--- src/sv/tbpf_pkg.sv ---
// shared types, constants and helpers for the tiled background pixel fetch
package tbpf_pkg;

	localparam int DATA_W      = 16;
	localparam int CFG_W       = 18;
	localparam int CFG_IDX_W   = 3;
	localparam int NUM_BG      = 4;
	localparam int BG_SEL_W    = 2;
	localparam int POS_W       = 8;
	localparam int VIDEO_DEPTH = 49152;
	localparam int VIDEO_AW    = 16;
	localparam int PAL_DEPTH   = 256;
	localparam int PAL_AW      = 8;
	localparam int QUEUE_DEPTH = 2;

	// func codes of an input beat
	localparam logic [1:0] FUNC_SAMPLE   = 2'd0;
	localparam logic [1:0] FUNC_VIDEO_WR = 2'd1;
	localparam logic [1:0] FUNC_PAL_WR   = 2'd2;
	localparam logic [1:0] FUNC_NONE     = 2'd3;

	// configuration register indexes
	localparam logic [CFG_IDX_W-1:0] REG_BG0_CONTROL = 3'd0;
	localparam logic [CFG_IDX_W-1:0] REG_BG1_CONTROL = 3'd1;
	localparam logic [CFG_IDX_W-1:0] REG_BG2_CONTROL = 3'd2;
	localparam logic [CFG_IDX_W-1:0] REG_BG3_CONTROL = 3'd3;
	localparam logic [CFG_IDX_W-1:0] REG_BG0_OFFSET  = 3'd4;
	localparam logic [CFG_IDX_W-1:0] REG_BG1_OFFSET  = 3'd5;
	localparam logic [CFG_IDX_W-1:0] REG_BG2_OFFSET  = 3'd6;
	localparam logic [CFG_IDX_W-1:0] REG_BG3_OFFSET  = 3'd7;

	// control word fields
	localparam int CTRL_DEEP_BIT = 7;
	localparam int CTRL_WIDE_BIT = 14;
	localparam int CTRL_TALL_BIT = 15;

	typedef enum logic [1:0] {
		OP_SAMPLE,
		OP_VIDEO_WR,
		OP_PAL_WR
	} op_t;

	// one queued operation, front to back
	typedef struct packed {
		op_t               op;
		logic [1:0]        prio;
		logic              deep;
		logic [1:0]        char_base;
		logic [2:0]        sub_x;
		logic [2:0]        sub_y;
		logic [15:0]       addr;   // map halfword address, or write address
		logic [DATA_W-1:0] data;
	} item_t;

	// halfword addresses past the 96 KB window fold down by 16 K halfwords
	function automatic logic [VIDEO_AW-1:0] fold_half(input logic [VIDEO_AW-1:0] h);
		logic [VIDEO_AW-1:0] r;
		r = h;
		if (h[15] && h[14]) begin
			r[14] = 1'b0;
		end
		return r;
	endfunction

endpackage

--- src/sv/tbpf_queue.sv ---
// short queue between front and back
module tbpf_queue (
	input  logic            clk,
	input  logic            arst_n,
	input  logic            push_valid,
	input  tbpf_pkg::item_t push_item,
	output logic            full,
	output logic            pop_valid,
	input  logic            pop_ready,
	output tbpf_pkg::item_t pop_item
);

	localparam int PW = $clog2(tbpf_pkg::QUEUE_DEPTH);
	localparam int CW = $clog2(tbpf_pkg::QUEUE_DEPTH + 1);

	tbpf_pkg::item_t slot_q [tbpf_pkg::QUEUE_DEPTH];
	logic [PW-1:0]   wr_ptr_q;
	logic [PW-1:0]   rd_ptr_q;
	logic [CW-1:0]   count_q;
	logic            do_push;
	logic            do_pop;

	assign full      = (count_q == CW'(tbpf_pkg::QUEUE_DEPTH));
	assign pop_valid = (count_q != '0);
	assign pop_item  = slot_q[rd_ptr_q];
	assign do_push   = push_valid && !full;
	assign do_pop    = pop_valid && pop_ready;

	always_ff @(posedge clk or negedge arst_n) begin
		if (!arst_n) begin
			wr_ptr_q <= '0;
			rd_ptr_q <= '0;
			count_q  <= '0;
		end else begin
			if (do_push) begin
				wr_ptr_q <= wr_ptr_q + 1'b1;
			end
			if (do_pop) begin
				rd_ptr_q <= rd_ptr_q + 1'b1;
			end
			count_q <= count_q + CW'(do_push) - CW'(do_pop);
		end
	end

	always_ff @(posedge clk) begin
		if (do_push) begin
			slot_q[wr_ptr_q] <= push_item;
		end
	end

endmodule

--- config.mk ---
export PLATFORM = sky130hd
export DESIGN_NAME = tbpf_queue
export DESIGN_NICKNAME = d
export VERILOG_FILES = /design/src/sv/tbpf_pkg.sv /design/src/sv/tbpf_queue.sv
export SDC_FILE = /design/constraint.sdc
export NUM_CORES = 1
export LEC_CHECK = 0
export ABC_CLOCK_PERIOD_IN_PS = 3080
export BUFFER_PORTS_ARGS = -buffer_cell sky130_fd_sc_hd__buf_2
export CAP_MARGIN = 20
export CORE_MARGIN = 1
export CORE_UTILIZATION = 47
export DETAILED_ROUTE_END_ITERATION = 6
export GPL_TIMING_DRIVEN = 1
export PLACE_DENSITY_LB_ADDON = 0.25
export SYNTH_ARGS = -nofsm -noshare
export SYNTH_HDL_FRONTEND = slang
export SYNTH_SLANG_ARGS = --single-unit
--- constraint.sdc ---
create_clock -name clk -period 3.08 [get_ports clk]
set_clock_uncertainty 0.1 [all_clocks]
set_input_delay 0.154 -clock clk [delete_from_list [all_inputs] [get_ports clk]]
set_output_delay 0.154 -clock clk [all_outputs]
set_load 0.005 [all_outputs]
Word-level counts from Yosys, hierarchy flattened
Memories as Yosys holds them, arrays and structs flattened.
Cells that the tools add are included.
{ "totals": {"register_bits": 4, "ram_bits": 90, "input_bits": 49, "output_inout_bits": 47, "word_cells": 15, "n_memories": 1} }
{ "memory_table": {"columns": ["memory", "words", "word_bits", "rd", "rd_ports_with_merged_regs", "wr", "line", "rtl"], "rows": [
  ["slot_q", 2, 45, 1, 0, 1, "tbpf_queue.sv:16", "tbpf_pkg::item_t slot_q [tbpf_pkg::QUEUE_DEPTH];"]
]} }
{ "classes": {"n_addsub": 4, "eq_ne": 1, "n_mux": 2, "reduce_logical": 4} }
{ "ops": {"columns": ["op", "n"], "rows": [
  ["$add A1 B1 Y1 const B", 2],
  ["$add A2 B1 Y2", 1],
  ["$eq A2 B2 Y1 const B", 1],
  ["$logic_and A1 B1 Y1", 2],
  ["$mux W1", 2],
  ["$reduce_bool A2 Y1", 1],
  ["$sub A2 B1 Y2", 1],
  ["$logic_not A1 Y1", 1]
]} }

Longest topological paths before layout
Gate-level depths: netlist (run 1).
{ "depth": {"word_depth": 5, "ltp_mapped": 7, "mapped_depth_nobuf": 7} }

Least setup slack after synthesis (run 1)
Ideal clock, no wire load.
{ "synth_timing": {"path_kind": "flip-flop to flip-flop", "from": "reg count_q[1]", "to": "mem slot_q[0][0] (netlist name), enable pin", "setup_time_ns": 0.447, "t_arrival_ns": 2.481, "required_time_ns": 2.533, "setup_slack_ns": 0.052, "stages_incl_launch_ff": 4, "n_path_buf": 0, "period_less_slack_ns": 3.028, "cell_sequence": "dfrtp_1 nand2b_1 nand2_1 nor2_1"} }
{ "synth_between": {"elab_chain_len": 5} }
{ "synth_lines": {"columns": ["element", "line", "rtl"], "rows": [
  ["from (decl)", "tbpf_queue.sv:19", "logic [CW-1:0] count_q;"],
  ["from (signal assigned)", "tbpf_queue.sv:41", "count_q <= count_q + CW'(do_push) - CW'(do_pop);"],
  ["$eq A2 B2 Y1", "tbpf_queue.sv:23", "assign full = (count_q == CW'(tbpf_pkg::QUEUE_DEPTH));"],
  ["$logic_not A1 Y1", "tbpf_queue.sv:26", "assign do_push = push_valid && !full;"],
  ["$logic_and A1 B1 Y1", "tbpf_queue.sv:26", null],
  ["$mux W1", "tbpf_queue.sv:46", "if (do_push) begin"],
  ["$mux W1 (implied by the code)", "tbpf_queue.sv:47", "slot_q[wr_ptr_q] <= push_item;"],
  ["to (decl)", "tbpf_queue.sv:16", null]
]} }
Every way passes these cells.

==> results.md, run 1 <==
* Area of the multi-input gates at 757 um^2
* Antenna Cells at 0
* Synthesized instance count at 158
* Vias in the first global route at 1898
* VDD IR-drop max at 0.000486 V
* Antenna-violating nets left at 0
* Core Util, Final at 66.7%
* Syn_nets at 209
* Total wire length at 6.04 mm
* Crit path max fanout at 26
* Reg2reg setup slack at 1.22 ns
* Die height at 89.7 um
* Switching power at 1.08 mW
* Hold Slack at 0.0347 ns
* Area taken by flip-flops and latches at 0.00280 mm^2
* Core box area at 0.00733 mm^2
* CTS Buffer Depth at 2
* Layout cells sized above 1 at 51.8%
* Final setup fails at 0
* Slowest cell on crit path: dfrtp_2
* Yosys warns at 0
* First-pass GRT wire length at 8.83 mm
* Synth area leader: edfxtp_1
* I/O pin total at 96
* Worst-skew pair later-pin latency at 0.35 ns
* Setup tns final at 0 ns
* Logic pwr share at 31.2%
* Total CTS buffers at 9
* Fmax at 449 MHz
* Final period utilization at 72.3%
* Sequential power share at 47.2%
* Critical path capture point type: output port
* Yosys reg bits at 94
* Outcome: completed
* WP data arrival at 1.97 ns
* Worst R2R End: slot_q[0][42]$_DFFE_PP_
* Detailed Routing Iterations Pass 1 at 3
* CTS clock-pin slew for the worst setup and hold paths at 0.08 ns
* Required @ worst endpoint at 2.83 ns
* GRT Util Overall at 15.7%
* Hold Fails Final Rpt at 0
* Pins Over Slew Limit at 0
* Vias/cell at 4.60
* Slew headroom at 54.3%
* Die area at 0.00805 mm^2
* FF-to-FF Start: count_q[1]$_DFF_PN0_
* CTS sink count at 94
* Min-Delay Path Class: in -> async
* Final Cell Area at 0.00489 mm^2
* Die X at 89.7 um
* Initial antenna violation count at 0
* Wire length per cell at 14.7 um
* Clk pwr share at 21.6%
* H-tree levels at 3
* Post_cts resized at 0
* CP Launch Type: register
* FILL cells at 497
* Syn Area/Cell at 22.9 um^2
* Power per cell area at 826 mW/mm^2
* Register area share after synthesis at 77.5%
* Pint at 2.95 mW
* Total Power at 4.04 mW
* Post-CTS setup buffer count at 0
* HPWL Detailed at 3.66 mm
* Worst-path cell chain: buf_12, mux2_2, buf_2
* Yosys top cell area share at 74.8%
* Final min period at 2.23 ns
* CTS tree: done
* Critical path class: reg -> out
* Pin count of the biggest net entering global routing at 40
* Leakage at 1.98 nW
* Via count at 1894
* Worst-Margin Slew at 0.686 ns
* Worst path max stage delay at 0.82 ns
* Synth top area cells: edfxtp_1 75%, mux2_4 16%, dfrtp_1 2.8%
* Switching Share at 26.9%
* Yosys cell types at 15
* DRT iter0 DRCs at 46
* # DRC at 0
* Post-DP Area at 0.00420 mm^2
* Area Overhead vs Synth at 35.3%
* RSZ-0062 raised after global routing: false
* Routability congestion estimate at 0.728
* Max cap viols at 0
* Starting Density at 49.3%
* # port buffers at 95
* Cell Area, Synth at 0.00361 mm^2
* Rows at 31
* Root Buffer: clkbuf_8
* R2r worst-path depth at 4
* GRT Residual Overflow at 0
* Final #Nets at 360
worst max-delay path: cells and delay by family, from the launching register on:
family / cells / cell delay [ns]
flip-flops: 1 / 0.82
multiplexers: 1 / 0.36
buffers and inverters: 2 / 0.44
power groups by stage:
| stage | combinational [mW] | clock, mW | sequential [mW] |
|---|---|---|---|
| 6_report | 1.26 | 0.874 | 1.90 |
| 3_5_place_dp | 1.24 | 0 | 1.94 |
| 2_1_floorplan | 0.905 | 0 | 1.85 |
| 5_1_grt | 1.38 | 0.947 | 1.94 |
| 4_1_cts | 1.29 | 0.898 | 1.91 |
| 3_3_place_gp | 1.23 | 0 | 1.92 |
cell usage after synthesis:
| library cell | number |
|---|---|
| and3_1 | 1 |
| or2_1 | 1 |
| inv_1 | 2 |
| nand2_1 | 1 |
| and2_4 | 1 |
| nand2b_1 | 1 |
| dfrtp_1 | 4 |
| mux2_2 | 6 |
| nor2_1 | 1 |
| ha_1 | 2 |
| xor2_1 | 1 |
| buf_6 | 5 |
| mux2_4 | 39 |
| edfxtp_1 | 90 |
| xnor2_1 | 3 |
per-layer routing:
layer	wire length, um	GRT usage [%]	vias to the layer above
li1	-	-	913
met1	2570	18.8	917
met2	3130	26.0	56
met3	253	4.66	8
met4	78	8.08	0
met5	0	0	-
how the worst max path moves through the flow:
stage	start	endpoint	slack (ns)
after floorplan	count_q[1]$_DFF_PN0_	slot_q[0][0]$_DFFE_PP_	0.05
after global placement	count_q[1]$_DFF_PN0_	slot_q[0][5]$_DFFE_PP_	1.20
after detailed placement	count_q[1]$_DFF_PN0_	slot_q[0][12]$_DFFE_PP_	1.19
after CTS	rd_ptr_q$_DFFE_PN0P_	pop_item[33]	0.81
after global routing	rd_ptr_q$_DFFE_PN0P_	pop_item[33]	0.75
final	rd_ptr_q$_DFFE_PN0P_	pop_item[33]	0.85
placed cells by master (no fill, tap or decap):
cell / count
nand2b_1: 1
buf_12: 1
clkbuf_8: 9
clkinvlp_4: 2
mux2_4: 39
bufinv_16: 2
mux2_2: 6
dfrtp_1: 3
or2_1: 1
nand2_1: 1
inv_6: 2
and2_4: 1
inv_1: 2
dlygate4sd3_1: 47
ha_1: 2
xnor2_1: 3
and3_2: 1
dfrtp_2: 1
buf_2: 95
xor2_1: 1
edfxtp_1: 90
nor2_4: 1
buf_4: 2
registers in the layout, indices dropped and copies added (netlist names):
register,flops
wr_ptr_q,1
rd_ptr_q,1
slot_q,90
count_q,2
area by class of cell:
type | instances | area share, %
Clock buffer | 9 | 2.53
Clock inverter | 6 | 1.89
Inverter | 2 | 0.154
Multi-Input combinational cell | 57 | 15.5
Sequential cell | 94 | 57.3
Tap cell | 99 | 2.53
Timing Repair Buffer | 145 | 20.1
logic make-up (layout without fill, tap and decap cells):
kind of cell	Yosys count	count (layout)	share of synthesized area (%)
xor gates and xnor gates	4	4	0.969
adders and majority gates	2	2	0.692
buffers and inverters	7	162	1.77
DFF	94	94	77.5
muxes	45	45	18.1
and+or+nand+nor	6	6	0.969
metrics by stage:
step,worst slack [ns],instances
floorplan,0.0520,158
global placement,1.20,350
detailed placement,1.19,350
CTS,0.808,412
global route,0.749,412
finish,0.852,412
timing repair:
action                                  in CTS  in global routing
endpoints found under the hold margin       95                  0
hold buffers                                47                  0
endpoints found under the setup margin       0                  0
Note: power is estimated with default switching activity, not from simulation.
==> run 2: changes to the inputs <==
--- a/config.mk
+++ b/config.mk
@@ -5,11 +5,11 @@
 export SDC_FILE = /design/constraint.sdc
 export NUM_CORES = 1
 export LEC_CHECK = 0
-export ABC_CLOCK_PERIOD_IN_PS = 3080
+export ABC_CLOCK_PERIOD_IN_PS = 2200
 export BUFFER_PORTS_ARGS = -buffer_cell sky130_fd_sc_hd__buf_2
 export CAP_MARGIN = 20
 export CORE_MARGIN = 1
-export CORE_UTILIZATION = 47
+export CORE_UTILIZATION = 52
 export DETAILED_ROUTE_END_ITERATION = 6
 export GPL_TIMING_DRIVEN = 1
 export PLACE_DENSITY_LB_ADDON = 0.25
==> constraint.sdc (replaced) <==
create_clock -name clk -period 2.2 [get_ports clk]
set_clock_uncertainty 0.1 [all_clocks]
set_input_delay 0.11 -clock clk [delete_from_list [all_inputs] [get_ports clk]]
set_output_delay 0.11 -clock clk [all_outputs]
set_load 0.005 [all_outputs]
==> results.md, run 2 (same netlist as run 1, synthesis figures left out) <==
* HPWL Detailed at 3.60 mm
* I/O pin total at 96
* Starting Density at 53.5%
* Total wire length at 6.12 mm
* Die area at 0.00729 mm^2
* Leakage at 1.99 nW
* Worst-path cell chain: or2_1, and2_4, ha_1, inv_1, ha_1, xnor2_1, xnor2_1
* Hold Fails Final Rpt at 0
* Critical path buffers and inverters at 1
* Total Power at 5.57 mW
* DRT iter0 DRCs at 71
* # DRC at 0
* VDD IR-drop max at 0.000869 V
* Final min period at 1.81 ns
* Setup tns final at 0 ns
* Outcome: completed
* Max cap viols at 0
* Area Overhead vs Synth at 34.8%
* GRT Residual Overflow at 0
* Post-CTS setup buffer count at 0
* Reg2reg setup slack at 0.39 ns
* Pins Over Slew Limit at 0
* CTS clock-pin slew for the worst setup and hold paths at 0.09 ns
* Power per cell area at 1140 mW/mm^2
* Worst-Margin Slew at 0.429 ns
* Most common cell after layout, fill and taps aside: buf_2
* Wire length per cell at 15.4 um
* Via count at 1923
* Initial antenna violation count at 0
* Die height at 85.4 um
* WP data arrival at 1.99 ns
* Layout cells sized above 1 at 52.1%
* Antenna-violating nets left at 0
* CTS Buffer Depth at 2
* Slew headroom at 71.4%
* GRT Util Overall at 17.6%
* FF-to-FF Start: count_q[1]$_DFF_PN0_
* Die X at 85.4 um
* CP Launch Type: register
* Crit path max fanout at 3
* Delay-heaviest family, CP: adder cells
* WHS Path Cells at 3
* Worst-skew pair later-pin latency at 0.34 ns
* Slowest cell on crit path: dfrtp_1
* First-pass GRT wire length at 9.41 mm
* Pin count of the biggest net entering global routing at 47
* CTS sink count at 94
* R2r worst-path depth at 7
* Worst hold endpoint: wr_ptr_q$_DFFE_PN0P_
* Max reg flops at 90
* Detailed Routing Iterations Pass 1 at 4
* Final setup fails at 0
* Final #Nets at 363
* Core box area at 0.00676 mm^2
* Root Buffer: clkbuf_8
* Total CTS buffers at 9
* Fmax at 552 MHz
* Vias/cell at 4.84
* Antenna Cells at 0
* Worst R2R End: count_q[1]$_DFF_PN0_
* Top Registers: slot_q (90), count_q (2)
* Required @ worst endpoint at 2.37 ns
* Rows at 30
* RSZ-0062 raised after global routing: false
* Largest reg by FF count: slot_q
* Critical path capture point type: register
* Worst path max stage delay at 0.41 ns
* H-tree levels at 3
* Min-Delay Path Class: in -> reg
* CTS tree: done
* # port buffers at 95
* Hold Path Origin: push_valid
* Vias in the first global route at 2040
* Critical path class: reg -> reg
* Final period utilization at 82.4%
* Routability congestion estimate at 0.685
* Most frequent cells in the layout: 95 x buf_2, 90 x edfxtp_1, 48 x dlygate4sd3_1, 39 x mux2_4, 9 x clkbuf_8
==> run 2: cell count changes in the layout (fill, tap and decap cells not counted), sizes merged <==
cell / previous run / this run
buf: 98 / 100
inv: 4 / 3
dlygate4sd3: 47 / 48
clkinvlp: 2 / 1
bufinv: 2 / 1
clkinv: 0 / 4
==> run 2: power breakdown <==
| part | total [mW] | leakage (nW) | switching [mW] | internal [mW] |
|---|---|---|---|---|
| sequential | 2.57 | 0.881 | 0.117 | 2.45 |
| combinational | 1.89 | 1.01 | 0.828 | 1.06 |
| clock | 1.11 | 0.0996 | 0.584 | 0.529 |
==> run 2: worst max path at each step <==
stage                                    start                      to  slack, ns  cells past startpoint
after floorplan           count_q[1]$_DFF_PN0_  slot_q[1][0]$_DFFE_PP_       0.07                      2
after global placement    count_q[1]$_DFF_PN0_    count_q[1]$_DFF_PN0_       0.48                      7
after detailed placement  count_q[1]$_DFF_PN0_    count_q[1]$_DFF_PN0_       0.40                      7
after CTS                 count_q[1]$_DFF_PN0_    count_q[1]$_DFF_PN0_       0.38                      7
after global routing      count_q[1]$_DFF_PN0_    count_q[1]$_DFF_PN0_       0.26                      7
final                     count_q[1]$_DFF_PN0_    count_q[1]$_DFF_PN0_       0.39                      7
==> run 2: per-stage QoR <==
step                instances  util, %  cell area, um^2  setup WS, ns  hold WS [ns]
floorplan                 158        -             3620        0.0743        -0.286
global placement          333     62.1             4190         0.480        -0.178
detailed placement        333     62.1             4190         0.396        -0.174
CTS                       397     72.1             4870         0.377        0.0309
global route              397     72.1             4870         0.264        0.0484
finish                    397     72.1             4870         0.387        0.0441
==> run 2: final cells by class <==
class	count	area, um^2
flip-flops and latches	94	2800
fillers	448	1880
repair buffers	148	1010
multi-input cells	57	757
clock buffers	9	124
well taps	80	100
clock inverters	7	73.8
inverters	2	7.51
==> run 2: per-layer routing <==
| layer | global-route usage (%) | share of wire (%) | up-vias | routed length, um |
|---|---|---|---|---|
| met2 | 31.4 | 53 | 61 | 3220 |
| li1 | - | - | 920 | - |
| met5 | 0 | 0 | - | 0 |
| met1 | 19.8 | 41 | 937 | 2520 |
| met3 | 4.47 | 4.7 | 5 | 288 |
| met4 | 8.18 | 1.3 | 0 | 80 |
==> run 2: tightest hold or removal path: cells and delay by family <==
family / cells / cell delay, ns
xor+xnor: 1 / 0.08
buf+inv: 1 / 0.11
simple gates: 1 / 0.15
==> run 2: repair_timing <==
item,CTS,global route
hold buffers,48,0
resized for setup,0,0
hold endpoints to repair,95,0
