$ cat config.mk
export PLATFORM = sky130hd
export DESIGN_NAME = tbpf_front
export DESIGN_NICKNAME = d
export VERILOG_FILES = /design/src/sv/tbpf_pkg.sv /design/src/sv/tbpf_front.sv
export SDC_FILE = /design/constraint.sdc
export NUM_CORES = 1
export LEC_CHECK = 0
export CAP_MARGIN = 20
export CORE_MARGIN = 2
export CORE_UTILIZATION = 45
export DETAILED_ROUTE_END_ITERATION = 10
export DONT_BUFFER_PORTS = 1
export SETUP_SLACK_MARGIN = 0.1
export SYNTH_ARGS = -nofsm -noshare
export SYNTH_HDL_FRONTEND = slang
export SYNTH_SLANG_ARGS = --single-unit
$ cat constraint.sdc
create_clock -name clk -period 6.2 [get_ports clk]
set_input_delay 1.24 -clock clk [delete_from_list [all_inputs] [get_ports clk]]
set_output_delay 1.24 -clock clk [all_outputs]
set_load 0.02 [all_outputs]
$ cat src/sv/tbpf_pkg.sv
// shared types, constants and helpers for the tiled background pixel fetch
package tbpf_pkg;

	localparam int DATA_W      = 16;
	localparam int CFG_W       = 18;
	localparam int CFG_IDX_W   = 3;
	localparam int NUM_BG      = 4;
	localparam int BG_SEL_W    = 2;
	localparam int POS_W       = 8;
	localparam int VIDEO_DEPTH = 49152;
	localparam int VIDEO_AW    = 16;
	localparam int PAL_DEPTH   = 256;
	localparam int PAL_AW      = 8;
	localparam int QUEUE_DEPTH = 2;

	// func codes of an input beat
	localparam logic [1:0] FUNC_SAMPLE   = 2'd0;
	localparam logic [1:0] FUNC_VIDEO_WR = 2'd1;
	localparam logic [1:0] FUNC_PAL_WR   = 2'd2;
	localparam logic [1:0] FUNC_NONE     = 2'd3;

	// configuration register indexes
	localparam logic [CFG_IDX_W-1:0] REG_BG0_CONTROL = 3'd0;
	localparam logic [CFG_IDX_W-1:0] REG_BG1_CONTROL = 3'd1;
	localparam logic [CFG_IDX_W-1:0] REG_BG2_CONTROL = 3'd2;
	localparam logic [CFG_IDX_W-1:0] REG_BG3_CONTROL = 3'd3;
	localparam logic [CFG_IDX_W-1:0] REG_BG0_OFFSET  = 3'd4;
	localparam logic [CFG_IDX_W-1:0] REG_BG1_OFFSET  = 3'd5;
	localparam logic [CFG_IDX_W-1:0] REG_BG2_OFFSET  = 3'd6;
	localparam logic [CFG_IDX_W-1:0] REG_BG3_OFFSET  = 3'd7;

	// control word fields
	localparam int CTRL_DEEP_BIT = 7;
	localparam int CTRL_WIDE_BIT = 14;
	localparam int CTRL_TALL_BIT = 15;

	typedef enum logic [1:0] {
		OP_SAMPLE,
		OP_VIDEO_WR,
		OP_PAL_WR
	} op_t;

	// one queued operation, front to back
	typedef struct packed {
		op_t               op;
		logic [1:0]        prio;
		logic              deep;
		logic [1:0]        char_base;
		logic [2:0]        sub_x;
		logic [2:0]        sub_y;
		logic [15:0]       addr;   // map halfword address, or write address
		logic [DATA_W-1:0] data;
	} item_t;

	// halfword addresses past the 96 KB window fold down by 16 K halfwords
	function automatic logic [VIDEO_AW-1:0] fold_half(input logic [VIDEO_AW-1:0] h);
		logic [VIDEO_AW-1:0] r;
		r = h;
		if (h[15] && h[14]) begin
			r[14] = 1'b0;
		end
		return r;
	endfunction

endpackage

$ cat src/sv/tbpf_front.sv
// front part: config registers, beat classification and map address
module tbpf_front (
	input  logic                            clk,
	input  logic                            arst_n,
	input  logic                            cfg_write,
	input  logic [tbpf_pkg::CFG_IDX_W-1:0]  cfg_index,
	input  logic [tbpf_pkg::CFG_W-1:0]      cfg_data,
	input  logic                            in_valid,
	input  logic                            in_ready,
	input  logic [1:0]                      func,
	input  logic [tbpf_pkg::BG_SEL_W-1:0]   bg_select,
	input  logic [15:0]                     mem_address,
	input  logic [tbpf_pkg::DATA_W-1:0]     write_data,
	input  logic [tbpf_pkg::POS_W-1:0]      line,
	input  logic [tbpf_pkg::POS_W-1:0]      column,
	output logic                            push_valid,
	output tbpf_pkg::item_t                 push_item
);

	logic [15:0] bg_control_q [tbpf_pkg::NUM_BG];
	logic [17:0] bg_offset_q  [tbpf_pkg::NUM_BG];

	logic [15:0] ctrl;
	logic [17:0] ofs;
	logic        wide;
	logic        tall;
	logic [8:0]  px_sum;
	logic [8:0]  py_sum;
	logic [8:0]  px;
	logic [8:0]  py;
	logic [1:0]  block;
	logic [5:0]  map_blk;
	logic [15:0] map_half;
	logic        take;

	always_ff @(posedge clk or negedge arst_n) begin
		if (!arst_n) begin
			for (int i = 0; i < tbpf_pkg::NUM_BG; i++) begin
				bg_control_q[i] <= '0;
				bg_offset_q[i]  <= '0;
			end
		end else if (cfg_write) begin
			unique case (cfg_index)
				tbpf_pkg::REG_BG0_CONTROL: bg_control_q[0] <= cfg_data[15:0];
				tbpf_pkg::REG_BG1_CONTROL: bg_control_q[1] <= cfg_data[15:0];
				tbpf_pkg::REG_BG2_CONTROL: bg_control_q[2] <= cfg_data[15:0];
				tbpf_pkg::REG_BG3_CONTROL: bg_control_q[3] <= cfg_data[15:0];
				tbpf_pkg::REG_BG0_OFFSET:  bg_offset_q[0]  <= cfg_data;
				tbpf_pkg::REG_BG1_OFFSET:  bg_offset_q[1]  <= cfg_data;
				tbpf_pkg::REG_BG2_OFFSET:  bg_offset_q[2]  <= cfg_data;
				tbpf_pkg::REG_BG3_OFFSET:  bg_offset_q[3]  <= cfg_data;
				default: ;
			endcase
		end
	end

	// scroll, wrap to map size, locate the screen block entry
	always_comb begin
		ctrl     = bg_control_q[bg_select];
		ofs      = bg_offset_q[bg_select];
		wide     = ctrl[tbpf_pkg::CTRL_WIDE_BIT];
		tall     = ctrl[tbpf_pkg::CTRL_TALL_BIT];
		px_sum   = {1'b0, column} + ofs[8:0];
		py_sum   = {1'b0, line} + ofs[17:9];
		px       = {px_sum[8] & wide, px_sum[7:0]};
		py       = {py_sum[8] & tall, py_sum[7:0]};
		block    = {1'b0, px[8]} + (wide ? {py[8], 1'b0} : {1'b0, py[8]});
		map_blk  = {1'b0, ctrl[12:8]} + {4'b0, block};
		map_half = {map_blk, py[7:3], px[7:3]};
	end

	always_comb begin
		take                = in_valid && in_ready;
		push_valid          = 1'b0;
		push_item.op        = tbpf_pkg::OP_SAMPLE;
		push_item.prio      = ctrl[1:0];
		push_item.deep      = ctrl[tbpf_pkg::CTRL_DEEP_BIT];
		push_item.char_base = ctrl[3:2];
		push_item.sub_x     = px[2:0];
		push_item.sub_y     = py[2:0];
		push_item.addr      = tbpf_pkg::fold_half(map_half);
		push_item.data      = write_data;
		unique case (func)
			tbpf_pkg::FUNC_SAMPLE: begin
				push_valid = take;
			end
			tbpf_pkg::FUNC_VIDEO_WR: begin
				push_item.op   = tbpf_pkg::OP_VIDEO_WR;
				push_item.addr = mem_address;
				// writes past the end of video memory are dropped
				push_valid     = take && (mem_address < 16'(tbpf_pkg::VIDEO_DEPTH));
			end
			tbpf_pkg::FUNC_PAL_WR: begin
				push_item.op   = tbpf_pkg::OP_PAL_WR;
				push_item.addr = {8'b0, mem_address[7:0]};
				push_valid     = take;
			end
			tbpf_pkg::FUNC_NONE: begin
				push_valid = 1'b0;
			end
		endcase
	end

endmodule

Word-level counts from Yosys, hierarchy flattened
Cells that the tools add are included.

word-level totals
  register bits after elaboration = 136
  bits in latches = 0
  memory bits (writable) = 0
  ROM bits = 0
  output and inout port bits = 46
  word-level logic and storage cells = 52
  memories kept = 0

cells by class
  add/sub/neg operators = 4
  $mul = 0
  divide/modulo/power cells = 0
  $lt $le $gt $ge = 2
  eq/ne operators = 10
  shift-type cells = 0
  mux-type cells = 11
  bitwise logic cells = 3
  reduce and logical (&&, ||, !) cells = 14

operators with widths
  kind                    number
  $bmux W18 S2            1
  $mux W18                2
  $bmux W16 S2            1
  $mux W16                2
  $pmux W16 S2            1
  $add A8 B9 Y9           2
  $lt A16 B16 Y1 const B  1
  $reduce_and A2 Y1       8
  $eq A3 B3 Y1 const B    4
  $add A5 B2 Y6           1
  $eq A3 B2 Y1 const B    2
  $eq A2 B2 Y1 const B    2
  $pmux W2 S2             1
  $eq A3 B1 Y1 const B    1
  $ge A3 B3 Y1 const B    1
  $logic_and A1 B1 Y1     3
  $logic_not A3 Y1        1
  $not A2 Y3              1
  $pmux W1 S3             1
  $add A1 B2 Y2           1
  $and A1 B1 Y1           2
  $eq A2 B1 Y1 const B    1
  $logic_not A2 Y1        1
  $mux W2                 1
  2 further kinds         2

Depth between registers and ports, before layout
Gate-level depths: netlist (run 1).

  word-level depth = 12
  gate-level depth with buffers = 19
  depth with buffers taken out = 17

Worst setup path after synthesis (run 1)
OpenSTA, ideal clock, no wires.

  path kind = input-to-output
  start point = input port bg_select[0] in the netlist's numbering
  end point = output port push_item[28] in the netlist's numbering
  arrival = 4.721 ns
  required time = 4.960 ns
  path slack = 0.239 ns
  stages = 17
  buffers on the path = 2
  cells stage by stage = buf_6 > buf_2 > mux4_2 > ha_1 > inv_1 > fa_1 > nor2b_1 > o2111ai_1 > nand3_1 > and3_1 > nor3_2 > a31o_1 > ha_1 > inv_1 > fa_1 > xor2_1 > o21ai_0

RTL lines
  item             line              RTL
  start, declared  tbpf_front.sv:11  input logic [tbpf_pkg::BG_SEL_W-1:0] bg_select,
  end, declared    tbpf_front.sv:17  output tbpf_pkg::item_t push_item

==> results of run 1 <==
## area by class of cell
| cell class | instances | share of cell area, % |
|---|---|---|
| Clock buffer | 22 | 6.453 |
| Clock inverter | 10 | 1.458 |
| Inverter | 16 | 0.8533 |
| Multi-Input combinational cell | 296 | 44.52 |
| Sequential cell | 120 | 42.67 |
| Tap cell | 180 | 3.200 |
| Timing Repair Buffer | 7 | 0.8533 |
## final timing paths
path	startpoint	end	depth (start not counted)
max in group asynchronous	arst_n	bg_control_q[26]	0
hold / removal	bg_control_q[3]	bg_control_q[3]	1
hold reg to reg	bg_control_q[3]	bg_control_q[3]	1
setup reg to reg	bg_control_q[27]	bg_control_q[27]	1
min in group asynchronous	arst_n	bg_control_q[35]	0
setup / recovery	bg_select[0]	push_item[30]	16
## logic make-up after synthesis
group	Yosys count	synth area share (%)
muxes	150	31.59
DFF	120	46.71
and+or+nand+nor	66	5.858
buffers and inverters	53	4.554
AOI/OAI and AO/OA	41	3.990
adders and majority gates	26	5.411
xor gates and xnor gates	13	1.888
## stage by stage
step / hold slack [ns] / power (mW) / util, %
finish: 0.4963 / 2.630 / 50.51
CTS: 0.4995 / 2.656 / 50.51
global route: 0.5091 / 2.777 / 50.51
global placement: 0.4800 / 1.696 / 46.40
floorplan: 0.4709 / 1.613 / -
detailed placement: 0.4885 / 1.726 / 46.51
## metal layers
| metal | vias to the layer above | GRT usage (%) | share of wire (%) |
|---|---|---|---|
| li1 | 1684 | - | - |
| met1 | 1949 | 24.84 | 45 |
| met2 | 105 | 31.28 | 49 |
| met3 | 19 | 4.290 | 5.2 |
| met4 | 0 | 6.747 | 1.4 |
| met5 | - | 0 | 0 |
## power by group through the flow
stage	sequential (mW)	clock [mW]	combinational, mW
global route	1.06	0.980	0.737
CTS	1.04	0.940	0.677
detailed placement	1.05	0	0.675
finish	1.04	0.923	0.670
floorplan	1.02	0	0.594
global placement	1.04	0	0.657
## cell usage in the layout (no fill, tap or decap), types with 6 or more instances in the layout
cell	n
xor2_1	6
dfrtp_1	120
xnor2_1	6
inv_1	16
mux2_2	120
buf_4	6
clkbuf_16	17
nand2_1	23
a21oi_1	8
o21ai_0	15
clkinv_2	7
mux4_2	29
ha_1	23
nand2b_1	6
nor2_1	11
## worst max-delay path: cells and delay by family
family                   cells  cell delay [ns]
adder cells (fa/ha/maj)      4             1.14
AO/OA/AOI/OAI                6             1.14
multiplexers                 1             0.32
AND/OR/NAND/NOR              2             0.30
XOR/XNOR                     1             0.18
buffers and inverters        2             0.10
## state kept, by name, indices dropped and copies added, names as in the netlist
signal and cells:
bg_control_q 48, bg_offset_q 72
==> impl_metrics.toml, run 1 <==
[worst_setup_path]
slowest_delay_ns = 0.42
critical_path_class = "in -> out"
crit_slowest_cell = "fa_1"
cp-end-kind = "primary output"
critical_path_required_ns = 4.96
worstPathArrival_ns = 4.46
cp_max_fo = 30
cp_cell_sequence = "mux4_2 -> ha_1 -> inv_1 -> fa_1 -> nor2b_1 -> o21ai_1 -> o22ai_1 -> o22ai_1 -> xnor2_2 -> a31o_1 -> ha_1 -> inv_1 -> fa_1 -> nor2_1 -> a221oi_1 -> a21oi_1"
critPathLaunchType = "input port"
reg2reg_slack_ns = 5.43

[clocking]
clkTransAtPathRegs_ns = 0.05
cts_resized = 0
cts_tree = "built"
cts_buffers = 17
cts_max_path_buffers = 2
clock_latency_ns = 0.40
holdBufCountCts = 0
postCtsSetupBuffers = 0
clock_sinks = 120
h-tree-depth = 4
clockRootBuffer = "clkbuf_16"

[timing]
worst_slew_pin_slew_ns = 0.8779
clock_skew_ns = 0
hold_violations = 0
max-slew-margin-rel_pct = 41.25
grt_setup_unrepaired = "false"
finalSetupTns_ns = 0
timing.final.crit_share_pct = 91.88
layout_setup_ws_ns = 0.5032
drv_slew = 0
setup_viol = 0
max_clock_freq_ghz = 0.1755
fin_crit_ns = 5.697

[power]
p_int_mw = 1.899
p_sw_share_pct = 27.82
power.share.sequential_pct = 39.4
p_leak_nw = 3.008
power_frac_comb_pct = 25.5
irDropWorstVdd_uv = 200.0
power_density_nw_per_um2 = 373.7
switchingPower_uw = 731.6
pwr-share-clk_pct = 35.1

[drt]
drt-vias-per-instance = 5.771
drt_iter0_markers = 144
wl_per_cell_um = 20.39
post-route-drc-count = 0
ant_nets = 0
routed-via-count = 3757
wl_um = 13280
dr.pass1.iters = 4

[synth]
synth_seq_area_share_pct = 46.71
synth_edf_count = 0
async_flop_share_pct = 100.0
ys.flop_type = "dfrtp_1"
synth_seq_cells = 120
synthTopCellsByArea = "dfrtp_1 (47%), mux2_2 (21%), mux4_2 (10%)"
yosys_warnings = 0
synth_cells = 469
synth_cell_types = 47
synth_fp_nets = 573
synth.cell_area_um2 = 6429
synth_area_leader_cell = "dfrtp_1"
yosysTopAreaCellShare_pct = 46.71
synth_common_cells = "dfrtp_1 (120), mux2_2 (120), mux4_2 (29)"
syn_avg_cell_area_um2 = 13.71

[finish]
final_cells = 651
fillCellCount = 1182
layout.nets = 562
regArea_um2 = 3003
area_growth_pct = 9.478
final_cell_area_um2 = 7038
final_layout_size_suffix_gt1_share_pct = 41.19
multi_input_area_um2 = 3133
antennaDiodeCount = 0

[flow_run]
cap_viol_max_count = 0

[outcome]
status = "finished clean"

[global_route]
grt_pass1_vias = 4033
grt_overflow_total = 0
grt_pass1_wl_um = 21380
grt_start_max_net_pins = 121
track_usage_pct = 19.02
antenna_found_initial = 1

[place]
place_ws_ns = 0.5254
dpl.hpwl_um = 9104
placement.cell_area_um2 = 6481
port_buffers = 0
dp.cells = 619
place_congestion = 0.7534

[floorplan]
initial_core_util_pct = 46.13
rows = 43
die_h_um = 123.5
die_area_um2 = 15260
design.core.area_um2 = 13930
pin_count = 124
die_w_um = 123.5

[min_path]
hold_class = "reg -> reg"
No activity file was read; power rests on OpenSTA's default activity.
==> inputs of run 2 (changes only) <==
- ABC_AREA: not set -> 1
- RECOVER_POWER: not set -> 50
==> run 2 against run 1 <==
Against the previous run:
- the run now ends with max-capacitance violations, max-slew violations left
- via count up 45%
- critical path type unchanged
- sequential cell count did not move
- non-clock buffer count is 3 lower
- final cell count rose by 54%
- sequential power barely moved
- die area rose by 2.7%
- register-to-register slack better by 0.02 ns
- setup slack improved by 0.023 ns
- synthesized cell count up 79%
- core utilization shrank 1.5 points
- largest cell class is now flip-flops and latches
- wire length grew 23%
- hold slack worse by 0.018 ns
==> impl_metrics.toml, run 2 <==
[outcome]
status = "finished with violations"
violations = "max-capacitance violations, max-slew violations"

[finish]
largest_reg_flops = 72
mostFrequentLayoutCells = "nand2_1 (223), o21ai_0 (154), dfrtp_1 (120)"
final_cells = 1002
top_regs = "bg_offset_q x72, bg_control_q x48"
final_layout_size_suffix_gt1_share_pct = 7.213
antennaDiodeCount = 0
area_growth_pct = 7.083
fillCellCount = 1443
layout.nets = 909
mostFrequentLayoutCell = "nand2_1"
multi_input_area_um2 = 2984
regArea_um2 = 3003
regMostFlops = "bg_offset_q"

[worst_setup_path]
reg2reg_slack_ns = 5.45
critical_path_class = "in -> out"
cp_max_fo = 62
worstPathArrival_ns = 4.43
critPathLaunchType = "input port"
cp-end-kind = "primary output"
critical_path_required_ns = 4.96

[clocking]
holdBufCountCts = 0
clock_sinks = 120
clockRootBuffer = "clkbuf_16"
h-tree-depth = 4
cts_tree = "built"
clock_latency_ns = 0.41
clkTransAtPathRegs_ns = 0.05
postCtsSetupBuffers = 0
cts_resized = 0
cts_max_path_buffers = 2
cts_buffers = 17

[min_path]
hold_class = "reg -> reg"

[timing]
hold_violations = 0
fin_crit_ns = 5.674
worst_slew_pin_slew_ns = 1.997
timing.final.crit_share_pct = 91.51
clock_skew_ns = 0
grt_setup_unrepaired = "false"
finalSetupTns_ns = 0
drv_slew = 37
setup_viol = 0
max_clock_freq_ghz = 0.1762
max-slew-margin-rel_pct = -33.13

[global_route]
grt_overflow_total = 0
track_usage_pct = 21.41
grt_pass1_wl_um = 26730
antenna_found_initial = 0
grt_pass1_vias = 5171
grt_start_max_net_pins = 121

[synth]
synth_seq_cells = 120
synth_common_cells = "nand2_1 (221), o21ai_0 (154), dfrtp_1 (120)"
synth_fp_nets = 943
synth_area_leader_cell = "dfrtp_1"
synthTopCellsByArea = "dfrtp_1 (45%), nand2_1 (13%), o21ai_0 (12%)"
synth_cells = 839
yosys_warnings = 0
synth.cell_area_um2 = 6606
synth_edf_count = 0
synth_cell_types = 36
yosysMostFrequentCell = "nand2_1"
ys.flop_type = "dfrtp_1"
synth_seq_area_share_pct = 45.45
syn_avg_cell_area_um2 = 7.874
yosysTopAreaCellShare_pct = 45.45
async_flop_share_pct = 100.0

[floorplan]
die_w_um = 125.2
design.core.area_um2 = 14420
die_h_um = 125.2
die_area_um2 = 15670
rows = 44
pin_count = 124
initial_core_util_pct = 45.80

[drt]
dr.pass1.iters = 5
routed-via-count = 5460
post-route-drc-count = 0
drt_iter0_markers = 373
drt-vias-per-instance = 5.449
wl_per_cell_um = 16.30
wl_um = 16330
ant_nets = 0

[power]
irDropWorstVdd_uv = 176.5
p_total_mw = 2.464
p_leak_nw = 3.442
power_density_nw_per_um2 = 348.3

[place]
place_congestion = 0.9171
dp.cells = 970
port_buffers = 0
dpl.hpwl_um = 10870

[flow_run]
cap_viol_max_count = 1
-- run 2: cell count changes in the layout (fill, tap and decap cells not counted), moves of 10 or more --
cell and change:
nand2_1 +200, o21ai_0 +139, mux2_2 -120, nor2_1 +73, inv_1 +45, mux4_2 -29
nand3_1 +21, o22ai_1 +19, a21oi_1 +13, a21oi_2 +10
-- run 2: per-stage QoR --
stage	setup WS [ns]	instance area, um2	hold WS (ns)	utilization [%]
CTS	0.5703	7083	0.4801	49.11
global route	0.1320	7074	0.4950	49.05
detailed placement	0.5642	6507	0.4666	45.12
global placement	0.6459	6507	0.4602	45.12
floorplan	0.5842	6606	0.4455	-
finish	0.5261	7074	0.4787	49.05
-- run 2: where the power goes --
part / total (mW) / internal [mW] / leakage, nW / switching [mW]
Clock: 0.945 / 0.618 / 0.286 / 0.327
Sequential: 1.01 / 0.934 / 1.48 / 0.0779
Combinational: 0.507 / 0.180 / 1.67 / 0.328
-- run 2: logic make-up after synthesis --
family                   count (synthesis)  share of synthesized area [%]
AND/OR/NAND/NOR                        348                          21.38
adder cells (fa/ha/maj)                 26                          5.265
flip-flops                             120                          45.45
AO/OA/AOI/OAI                          219                          18.20
buffers and inverters                  123                          9.299
XOR/XNOR                                 3                         0.3978
-- run 2: area by class of cell --
class,count,area share (%)
repair buffers,4,0.3714
flip-flops and latches,120,42.45
clock buffers,23,6.756
clock inverters,9,1.380
well taps,184,3.254
multi-input cells,596,42.18
inverters,66,3.608
-- run 2: final timing paths --
kind | endpoint | cells after the start | from
min reg2reg | bg_control_q[57] | 2 | bg_control_q[57]
max reg2reg | bg_offset_q[13] | 2 | bg_offset_q[13]
max in group asynchronous | bg_offset_q[33] | 0 | arst_n
min in group asynchronous | bg_offset_q[40] | 0 | arst_n
max | push_item[30] | 21 | bg_select[0]
min | bg_control_q[57] | 2 | bg_control_q[57]
-- run 2: worst max-delay path, stage by stage --
cell and delay [ns]:
inv_4 0.34, buf_4 0.31, o21ai_0 0.11, o22ai_1 0.21, ha_1 0.33, a21oi_1 0.16, nand2_1 0.13, nand2_1 0.10
nand3_1 0.06, nand2_1 0.10, nand3_1 0.07, nand2_1 0.07, ha_1 0.16, inv_1 0.06, fa_1 0.40, inv_1 0.10
nand3_1 0.08, nand2_1 0.07, nand2_1 0.06, nand2_1 0.06, nand2_1 0.14
-- run 2: metal layers --
metal  part of all wire [%]  up-vias  routed length, um  global-route usage (%)
met4                    1.3        0                206                   6.209
met2                     46      188               7555                   34.53
li1                       -     2661                  -                       -
met3                    6.4       31               1045                   4.964
met1                     46     2580               7525                   29.08
met5                      0        -                  0                       0
==> inputs of run 3 (changes only) <==
- CELL_PAD_IN_SITES_DETAIL_PLACEMENT: not set -> 1
- CELL_PAD_IN_SITES_GLOBAL_PLACEMENT: not set -> 2
- CORE_UTILIZATION: 45 -> 37
- GPL_TIMING_DRIVEN: not set -> 0
- PLACE_DENSITY_LB_ADDON: not set -> 0.1
- clock period: 6.2 -> 5.75 ns (I/O delays scaled with it)
==> run 3 against run 2 <==
Against the previous run:
- the run now ends clean
- first-iteration DRC count is 9.9% lower
- die area is 21% higher
- setup slack worse by 0.22 ns
- via count is 8.9% higher
- clock-buffer cell count is 4 higher
- non-clock buffer count is 65 higher
- critical endpoint unchanged
- highest routed layer unchanged
- final area is 8.7% higher
- register-to-register slack worse by 0.42 ns
- critical path depth is 5 higher
==> impl_metrics.toml, run 3 (synthesized netlist as in run 2, its figures left out) <==
[drt]
drt_iter0_markers = 336
ant_nets = 0
wl_um = 22320
wl_per_cell_um = 20.20
drt-vias-per-instance = 5.381
dr.pass1.iters = 5
routed-via-count = 5946
post-route-drc-count = 0

[worst_setup_path]
reg2reg_from = "bg_offset_q[14]"
reg2reg_slack_ns = 5.03
cpMostUsedCell = "nand2_1"
critical_path_class = "in -> out"
cp_max_fo = 9
critPathLaunchType = "input port"
crit_slowest_cell = "fa_2"
cp-startpoint = "bg_select[0]"
slowest_delay_ns = 0.42
worstPathArrival_ns = 4.29
cp-end-kind = "primary output"
critical_path_required_ns = 4.60

[clocking]
clock_latency_ns = 0.42
cts_tree = "built"
holdBufCountCts = 0
cts_max_path_buffers = 2
clockRootBuffer = "clkbuf_16"
clkTransAtPathRegs_ns = 0.05
clock_sinks = 120
h-tree-depth = 4
cts_buffers = 17

[power]
power_density_nw_per_um2 = 356.1
p_total_mw = 2.739
p_leak_nw = 3.728
irDropWorstVdd_uv = 184.1

[finish]
layout.nets = 974
area_growth_pct = 16.42
top_regs = "bg_offset_q x72, bg_control_q x48"
largest_reg_flops = 72
mostFrequentLayoutCell = "nand2_1"
multi_input_area_um2 = 3063
final_layout_size_suffix_gt1_share_pct = 14.32
regMostFlops = "bg_offset_q"
regArea_um2 = 3003
antennaDiodeCount = 0
mostFrequentLayoutCells = "nand2_1 (219), o21ai_0 (150), dfrtp_1 (120)"
finalCoreUtilization_pct = 44.31
fillCellCount = 2143

[global_route]
grt_overflow_total = 0
grt_pass1_wl_um = 34070
antenna_found_initial = 0
track_usage_pct = 24.35
grt_pass1_vias = 6227
grt_start_max_net_pins = 121

[place]
place_ws_ns = -0.8861
dpl.hpwl_um = 15740
port_buffers = 0
place_congestion = 0.7883

[flow_run]
cap_viol_max_count = 0

[timing]
clock_skew_ns = 0
setup_viol = 0
max-slew-margin-rel_pct = 5.582
worst_slew_pin_slew_ns = 1.405
timing.final.crit_share_pct = 94.67
finalSetupTns_ns = 0
grt_setup_unrepaired = "false"
max_clock_freq_ghz = 0.1837
drv_slew = 0
hold_violations = 0
layout_setup_ws_ns = 0.3066
fin_crit_ns = 5.443

[floorplan]
initial_core_util_pct = 38.06
die_h_um = 137.6
design.core.area_um2 = 17360
die_w_um = 137.6
die_area_um2 = 18940
rows = 48
pin_count = 124

[min_path]
hold_class = "in -> async"

[outcome]
status = "finished clean"
[run 3: worst paths after layout]
path                                    end  cells after the start
max                           push_item[30]                     26
min                         bg_offset_q[36]                      0
max reg2reg                 bg_offset_q[14]                      2
min reg2reg                bg_control_q[62]                      2
max in group asynchronous  bg_control_q[55]                      0
min in group clk           bg_control_q[62]                      2
[run 3: report_power, final]
part           total (mW)  switching [mW]  internal (mW)
clock               0.997           0.364          0.633
sequential           1.10          0.0884           1.01
combinational       0.647           0.416          0.231
[run 3: metal layers]
layer	up-vias	global-route usage, %	part of all wire [%]
li1	2785	-	-
met1	2964	30.82	45
met2	166	41.27	47
met3	31	4.378	5.5
met4	0	9.565	2.5
met5	-	0	0
[run 3: layout make-up]
| type | count | area share, % |
|---|---|---|
| clock inverters | 2 | 0.1301 |
| plain buffers | 56 | 5.531 |
| flip-flops and latches | 120 | 39.04 |
| multi-input cells | 596 | 39.82 |
| well taps | 225 | 3.660 |
| clock buffers | 27 | 7.060 |
| inverters | 66 | 3.481 |
| repair buffers | 13 | 1.269 |
[run 3: critical path, delay by kind of cell]
family | cells | cell delay, ns
buf+inv | 7 | 0.65
fa+ha+maj | 4 | 1.15
compound gates | 1 | 0.21
simple gates | 14 | 1.11
[run 3: through the flow]
| stage | cells | instance area [um2] | hold WS, ns |
|---|---|---|---|
| floorplan | 839 | 6606 | 0.4455 |
| global placement | 1064 | 6888 | 0.4587 |
| detailed placement | 1064 | 6888 | 0.4669 |
| CTS | 1092 | 7523 | 0.4122 |
| global route | 1105 | 7691 | 0.4176 |
| finish | 1105 | 7691 | 0.4279 |
[run 3: what timing repair did]
item	in CTS	in global routing
endpoints found under the setup margin	6	5
hold endpoints to repair	0	0
pin swaps	2	7
setup buffers	0	13
gates resized for setup	28	38
